### src/sv/b64e_pkg.sv
package b64e_pkg;

    localparam int unsigned QDepth = 2;
    localparam int unsigned QPtrW  = 1;
    localparam int unsigned QCntW  = 2;

    localparam logic [7:0] PadChar = 8'h3d;

    typedef struct packed {
        logic [3:0][7:0] chars;
        logic [1:0]      last_idx;
        logic            fin;
    } t_entry;

    typedef struct packed {
        logic full;
        logic empty;
    } t_q_status;

    function automatic logic [7:0] sextet_char(input logic [5:0] v);
        logic [7:0] c;
        priority if (v < 6'd26) begin
            c = 8'h41 + {2'b00, v};
        end else if (v < 6'd52) begin
            c = 8'h61 + {2'b00, v} - 8'd26;
        end else if (v < 6'd62) begin
            c = 8'h30 + {2'b00, v} - 8'd52;
        end else if (v == 6'd62) begin
            c = 8'h2b;
        end else begin
            c = 8'h2f;
        end
        return c;
    endfunction

endpackage

### src/sv/b64e_front.sv
module b64e_front
    import b64e_pkg::*;
(
    input  logic       i_clk,
    input  logic       i_rst_n,
    input  logic       i_valid,
    input  logic [7:0] i_data_byte,
    input  logic       i_final_byte,
    input  t_q_status  i_q_status,
    output logic       o_stall,
    output logic       o_push,
    output t_entry     o_entry
);

    logic [1:0] r_pos, n_pos;
    logic [3:0] r_left, n_left;

    assign o_stall = i_q_status.full;
    assign o_push  = i_valid && !i_q_status.full;

    always_comb begin
        n_pos         = r_pos;
        n_left        = r_left;
        o_entry.chars = {PadChar, PadChar, PadChar, PadChar};
        o_entry.fin   = i_final_byte;
        if (r_pos == 2'd2) begin
            o_entry.chars[0] = sextet_char({r_left, i_data_byte[7:6]});
            o_entry.chars[1] = sextet_char(i_data_byte[5:0]);
            o_entry.last_idx = 2'd1;
            n_pos            = 2'd0;
            n_left           = 4'd0;
        end else if (r_pos == 2'd1) begin
            o_entry.chars[0] = sextet_char({r_left[1:0], i_data_byte[7:4]});
            o_entry.chars[1] = sextet_char({i_data_byte[3:0], 2'b00});
            o_entry.last_idx = i_final_byte ? 2'd2 : 2'd0;
            n_pos            = 2'd2;
            n_left           = i_data_byte[3:0];
        end else begin
            // position 3 never arises; decode it as the start of a group
            o_entry.chars[0] = sextet_char(i_data_byte[7:2]);
            o_entry.chars[1] = sextet_char({i_data_byte[1:0], 4'b0000});
            o_entry.last_idx = i_final_byte ? 2'd3 : 2'd0;
            n_pos            = 2'd1;
            n_left           = {2'b00, i_data_byte[1:0]};
        end
        if (i_final_byte) begin
            n_pos  = 2'd0;
            n_left = 4'd0;
        end
    end

    always_ff @(posedge i_clk) begin
        if (!i_rst_n) begin
            r_pos  <= 2'd0;
            r_left <= 4'd0;
        end else if (o_push) begin
            r_pos  <= n_pos;
            r_left <= n_left;
        end
    end

endmodule

### src/sv/b64e_fifo.sv
module b64e_fifo
    import b64e_pkg::*;
(
    input  logic      i_clk,
    input  logic      i_rst_n,
    input  logic      i_push,
    input  t_entry    i_entry,
    input  logic      i_pop,
    output t_entry    o_head,
    output t_q_status o_status
);

    t_entry             r_mem [QDepth];
    logic [QPtrW-1:0]   r_wr_ptr;
    logic [QPtrW-1:0]   r_rd_ptr;
    logic [QCntW-1:0]   r_count;

    assign o_head         = r_mem[r_rd_ptr];
    assign o_status.full  = (r_count == QCntW'(QDepth));
    assign o_status.empty = (r_count == '0);

    always_ff @(posedge i_clk) begin
        if (i_push) begin
            r_mem[r_wr_ptr] <= i_entry;
        end
    end

    always_ff @(posedge i_clk) begin
        if (!i_rst_n) begin
            r_wr_ptr <= '0;
            r_rd_ptr <= '0;
            r_count  <= '0;
        end else begin
            if (i_push) begin
                r_wr_ptr <= r_wr_ptr + 1'b1;
            end
            if (i_pop) begin
                r_rd_ptr <= r_rd_ptr + 1'b1;
            end
            unique case ({i_push, i_pop})
                2'b10:   r_count <= r_count + 1'b1;
                2'b01:   r_count <= r_count - 1'b1;
                default: r_count <= r_count;
            endcase
        end
    end

endmodule

### src/sv/b64e_back.sv
module b64e_back
    import b64e_pkg::*;
(
    input  logic       i_clk,
    input  logic       i_rst_n,
    input  t_entry     i_head,
    input  t_q_status  i_q_status,
    output logic       o_pop,
    input  logic       i_stall,
    output logic       o_valid,
    output logic [7:0] o_out_char,
    output logic       o_run_last,
    output logic       o_message_end
);

    logic [1:0] r_idx;
    logic       r_valid;
    logic [7:0] r_char;
    logic       r_run_last;
    logic       r_msg_end;
    logic       w_load;
    logic       w_last;

    assign w_load = (!r_valid || !i_stall) && !i_q_status.empty;
    assign w_last = (r_idx == i_head.last_idx);
    assign o_pop  = w_load && w_last;

    assign o_valid       = r_valid;
    assign o_out_char    = r_char;
    assign o_run_last    = r_run_last;
    assign o_message_end = r_msg_end;

    always_ff @(posedge i_clk) begin
        if (!i_rst_n) begin
            r_valid <= 1'b0;
            r_idx   <= 2'd0;
        end else begin
            if (w_load) begin
                r_valid <= 1'b1;
                r_idx   <= w_last ? 2'd0 : r_idx + 2'd1;
            end else if (!i_stall) begin
                r_valid <= 1'b0;
            end
        end
    end

    // hold payload while the output is stalled
    always_ff @(posedge i_clk) begin
        if (w_load) begin
            r_char     <= i_head.chars[r_idx];
            r_run_last <= w_last;
            r_msg_end  <= w_last && i_head.fin;
        end
    end

endmodule

### src/sv/base64_stream_encoder.sv
// Channel  Dir  Handshake          Payload
// input    in   i_valid / o_stall  i_data_byte[7:0], i_final_byte
// output   out  o_valid / i_stall  o_out_char[7:0], o_run_last, o_message_end
//
// One character leaves per cycle unless the output stalls or the queue is empty.
// A byte yields 1 to 4 characters, an ordinary byte 4/3 on average and at most 2.
// The rate is set by the single-character output register in the back end.
// A two-entry queue between classifier and serializer lets input keep flowing
// while the output stalls. Reset is synchronous, active low, and empties the
// queue and the output register; the group position returns to the start.
module base64_stream_encoder
    import b64e_pkg::*;
(
    input  logic       i_clk,
    input  logic       i_rst_n,
    input  logic       i_valid,
    output logic       o_stall,
    input  logic [7:0] i_data_byte,
    input  logic       i_final_byte,
    output logic       o_valid,
    input  logic       i_stall,
    output logic [7:0] o_out_char,
    output logic       o_run_last,
    output logic       o_message_end
);

    t_q_status w_q_status;
    t_entry    w_entry;
    t_entry    w_head;
    logic      w_push;
    logic      w_pop;

    b64e_front u_front (
        .i_clk        (i_clk),
        .i_rst_n      (i_rst_n),
        .i_valid      (i_valid),
        .i_data_byte  (i_data_byte),
        .i_final_byte (i_final_byte),
        .i_q_status   (w_q_status),
        .o_stall      (o_stall),
        .o_push       (w_push),
        .o_entry      (w_entry)
    );

    b64e_fifo u_fifo (
        .i_clk    (i_clk),
        .i_rst_n  (i_rst_n),
        .i_push   (w_push),
        .i_entry  (w_entry),
        .i_pop    (w_pop),
        .o_head   (w_head),
        .o_status (w_q_status)
    );

    b64e_back u_back (
        .i_clk         (i_clk),
        .i_rst_n       (i_rst_n),
        .i_head        (w_head),
        .i_q_status    (w_q_status),
        .o_pop         (w_pop),
        .i_stall       (i_stall),
        .o_valid       (o_valid),
        .o_out_char    (o_out_char),
        .o_run_last    (o_run_last),
        .o_message_end (o_message_end)
    );

    a_end_is_run_last: assert property (@(posedge i_clk) disable iff (!i_rst_n)
        o_valid && o_message_end |-> o_run_last)
        else $error("message end without run last");

    a_pop_not_empty: assert property (@(posedge i_clk) disable iff (!i_rst_n)
        w_pop |-> !w_q_status.empty)
        else $error("queue popped while empty");

    a_push_not_full: assert property (@(posedge i_clk) disable iff (!i_rst_n)
        w_push |-> !w_q_status.full)
        else $error("queue pushed while full");

    a_reset_clears: assert property (@(posedge i_clk)
        !i_rst_n |=> !o_valid && w_q_status.empty)
        else $error("reset left output or queue occupied");

endmodule

### config.mk
export PLATFORM = sky130hd
export DESIGN_NAME = base64_stream_encoder
export DESIGN_NICKNAME = d
export VERILOG_FILES = /design/src/sv/b64e_pkg.sv /design/src/sv/b64e_front.sv /design/src/sv/b64e_fifo.sv /design/src/sv/b64e_back.sv /design/src/sv/base64_stream_encoder.sv
export SDC_FILE = /design/constraint.sdc
export NUM_CORES = 1
export LEC_CHECK = 0
export BUFFER_PORTS_ARGS = -buffer_cell sky130_fd_sc_hd__buf_2
export CORE_ASPECT_RATIO = 0.6
export CORE_MARGIN = 2
export CORE_UTILIZATION = 55
export CTS_BUF_LIST = sky130_fd_sc_hd__clkbuf_2
export DETAILED_ROUTE_END_ITERATION = 10
export PLACE_DENSITY = 0.72
export SKIP_CTS_REPAIR_TIMING = 1
export SYNTH_ARGS = -nofsm -noshare
export SYNTH_HDL_FRONTEND = slang
export SYNTH_HIERARCHICAL = 1
export SYNTH_SLANG_ARGS = --single-unit
### constraint.sdc
create_clock -name i_clk -period 5 [get_ports i_clk]
set_input_delay 0.75 -clock i_clk [delete_from_list [all_inputs] [get_ports i_clk]]
set_output_delay 0.75 -clock i_clk [all_outputs]
set_load 0.03 [all_outputs]
==> run summary <==
The start-to-end type of the worst setup path is flop to flop. The worst max-slew margin expressed relative to the limit was 0.2979. Based on the critical path, the design can be clocked at up to 345.3 MHz. The logs give 0 for the max-capacitance violation count and 0 for the number of max-slew violations in the final report. The proportion of register bits with asynchronous set or reset after synthesis is 0.

The HPWL after detailed placement is 9503 um. After clock tree synthesis, the clock-pin slew on the worst setup and hold paths is 0.26 ns. The largest net degree at the start of global routing is 37.

The effective utilization at floorplan came out at 0.5596. The number of different library cells used by synthesis comes to 76. The detail route stage leaves a number of antenna-violating nets equal to 0.

The cell depth of the worst flop-to-flop path is 7, and the synthesized cell area is 5868 um^2. After global routing the overflow that remains totals 0. For this run, design rule violations remaining after detail routing come to 0. Setup violations remaining at the end of the flow were counted as 0. The biggest fanout along the worst timing path is 12. The classification of the worst-slack hold path is input pin to flop.

The final critical path time including I/O delays and setup came out at 2.896 ns. At the end of routability-driven placement, the weighted congestion stood at 1.056. After detailed routing, the number of vias per cell comes to 6.327.

For the number of antenna violations at the first check in global routing, the log shows 1. The number of placed instances, taps included, is 659. The most used flip-flop cell after synthesis is sky130_fd_sc_hd__edfxtp_1. The tools report the final core area utilization as 0.5782. Total power for the finished layout comes to 2328 uW. The logs give 4277 for the total number of vias and 3.25 ns for the worst path arrival time. The sequential element share of the synthesized area is 0.4571. The H-tree was split into 3 levels. The horizontal die dimension is 137.4 um, and the leakage dissipation is 0.002127 uW.

The clock passes through at most 2 buffers. The tools report the cell at the root of the clock tree as sky130_fd_sc_hd__clkbuf_2. The die covers 11540 um^2. At the pin with the least slew margin, the transition time is 1.051 ns. The quantity of I/O buffers inserted on ports was 24; the final hold violation count was 0. The first routing iteration left 541 violations. The tree built by TritonCTS fans out to 94 sinks. The total wire length is 13400 um. The wire length per cell came out at 19.82 um. The top cell types in the final layout, fill and taps aside, are sky130_fd_sc_hd__edfxtp_1, sky130_fd_sc_hd__mux2_2, sky130_fd_sc_hd__nand2_1. The all-layer global routing usage came out at 0.2439. The via count of the first global-routing pass is 3905, and the ratio of final minimum period to clock period is 0.5791. Standard cell core area: 10490 um^2. The element type at the critical path end was a flop.

The run gives 6 as the number of search-and-repair iterations in the first detailed-routing pass. The initialized floorplan defines 29 standard-cell rows. The run finished with clean final reports. Relative to the synthesized area, the layout overhead comes to 3.326%. Clock latency on the worst-skew pair, taken at its later pin, is 0.56 ns. The worst hold path passes through 3 cells. Buffers inserted during clock tree synthesis total 9. Power spread over the standard cell area amounts to 384.0 nW/um^2. IR analysis of the VDD net gives a maximum drop of 444.3 uV. 25 I/O pins were placed. Counting flops and latches in the post-synthesis netlist gives 94.

Setup repair after global routing left no endpoint under its margin. The tools report the first-pass GRT wire length as 21170 um. TritonCTS built the clock tree. The net count of the finished layout is 568. At the worst endpoint, the required time is 5.35 ns. From bottom edge to top edge, the die measures 84.01 um. The fraction of layout cells with a size suffix above 1 is 0.1866, and the number of warnings issued by yosys is 6. The number of fillers in the final layout was 895. The leading cell type in the layout, fill and taps excluded is sky130_fd_sc_hd__edfxtp_1. For the final database, setup skew stands at 0.04195 ns. STA classifies the critical path startpoint as a flop. Number of instances in the synthesized netlist: 531. Yosys mapped a number of flops with a built-in enable equal to 80. The post-route non-filler standard cell count is 676, and the average cell area after synthesis is 11.05 um^2. Adding up every negative setup slack in the final design gives 0 ns.
[per-stage QoR]
step / instance area, um^2 / setup slack [ns] / hold slack (ns)
2_1_floorplan: 5921 / 1.888 / 0.4578
3_3_place_gp: 5943 / 1.830 / 0.4536
3_5_place_dp: 5943 / 1.818 / 0.4646
4_1_cts: 6061 / 2.212 / 0.3557
5_1_grt: 6063 / 2.004 / 0.3354
6_report: 6063 / 2.104 / 0.3949
[final timing paths]
check                         start                  to  slack, ns
setup / recovery  u_front/r_left[1]  u_fifo/r_mem[0][5]       2.10
hold / removal              i_stall      u_back/o_valid       0.39
setup reg to reg  u_front/r_left[1]  u_fifo/r_mem[0][5]       2.10
hold reg to reg      u_back/o_valid      u_back/o_valid       0.48
[state kept, by name (all words and copies together), names as in the netlist, named ones only]
signal,flops
u_front/r_left,4
u_fifo/r_wr_ptr,1
u_back/o_out_char,8
u_back/o_valid,1
u_front/r_pos,2
u_fifo/r_count,2
u_fifo/r_mem,70
u_back/r_idx,2
u_back/o_run_last,1
u_fifo/r_rd_ptr,1
u_back/o_message_end,1
[layout make-up]
type,count,area [um^2],share of cell area
Clock buffer,10,50.05,0.008254
Clock inverter,6,67.56,0.01114
Sequential cell,94,2683,0.4424
Timing Repair Buffer,29,157.7,0.02600
Tap cell,139,173.9,0.02868
Multi-Input combinational cell,377,2854,0.4707
Inverter,20,75.07,0.01238
Antenna cell,1,2.502,0.0004127
[worst max-delay path, cell delays in order, from the launching register on]
cell and delay, ns:
sky130_fd_sc_hd__dfxtp_1 0.70, sky130_fd_sc_hd__inv_1 0.28, sky130_fd_sc_hd__ha_1 0.32, sky130_fd_sc_hd__and3b_1 0.42
sky130_fd_sc_hd__mux2_2 0.38, sky130_fd_sc_hd__a221oi_1 0.27, sky130_fd_sc_hd__o211ai_1 0.16, sky130_fd_sc_hd__o221ai_1 0.15
[report_power, final]
part | switching [uW] | internal [uW] | total [uW] | leakage [uW]
clock | 249 | 121 | 371 | 0.0000710
sequential | 77.2 | 1050 | 1130 | 0.000854
combinational | 488 | 343 | 831 | 0.00120
[synthesized netlist by cell type, drive strengths merged (7+ instances only)]
master	number	area, um^2
and2	9	56.31
nand2b	12	75.07
buf	39	259.0
nor3	13	76.33
nor2	22	87.58
inv	20	75.07
dfxtp	14	280.3
ha	24	300.3
clkbuf	15	57.55
xnor2	10	87.58
a211oi	10	85.08
nand2	28	105.1
a21oi	27	150.2
nand3	15	75.07
mux4	8	191.4
o211ai	7	52.55
mux2	37	416.7
a31oi	11	68.82
o21ai	21	105.1
nor2b	12	75.07
edfxtp	80	2402
[cell families (layout without fill, tap and decap cells)]
family / count (synthesis) / after routing / synth area share
and+or+nand+nor: 141 / 141 / 0.1301
AOI/OAI and AO/OA: 135 / 135 / 0.1642
DFF: 94 / 94 / 0.4571
buffers and inverters: 74 / 65 / 0.06674
muxes: 48 / 48 / 0.1087
adders and majority gates: 24 / 24 / 0.05117
xor gates and xnor gates: 13 / 13 / 0.02068
other: 2 / 17 / 0.001280
[routing by layer]
layer,share of wire,global-route usage,vias up
met5,0,0,-
met4,0.0079,0.05155,0
met3,0.098,0.06800,15
met2,0.42,0.3424,210
met1,0.47,0.3752,2072
li1,-,-,1980
No activity file was read; power rests on OpenSTA's default activity.
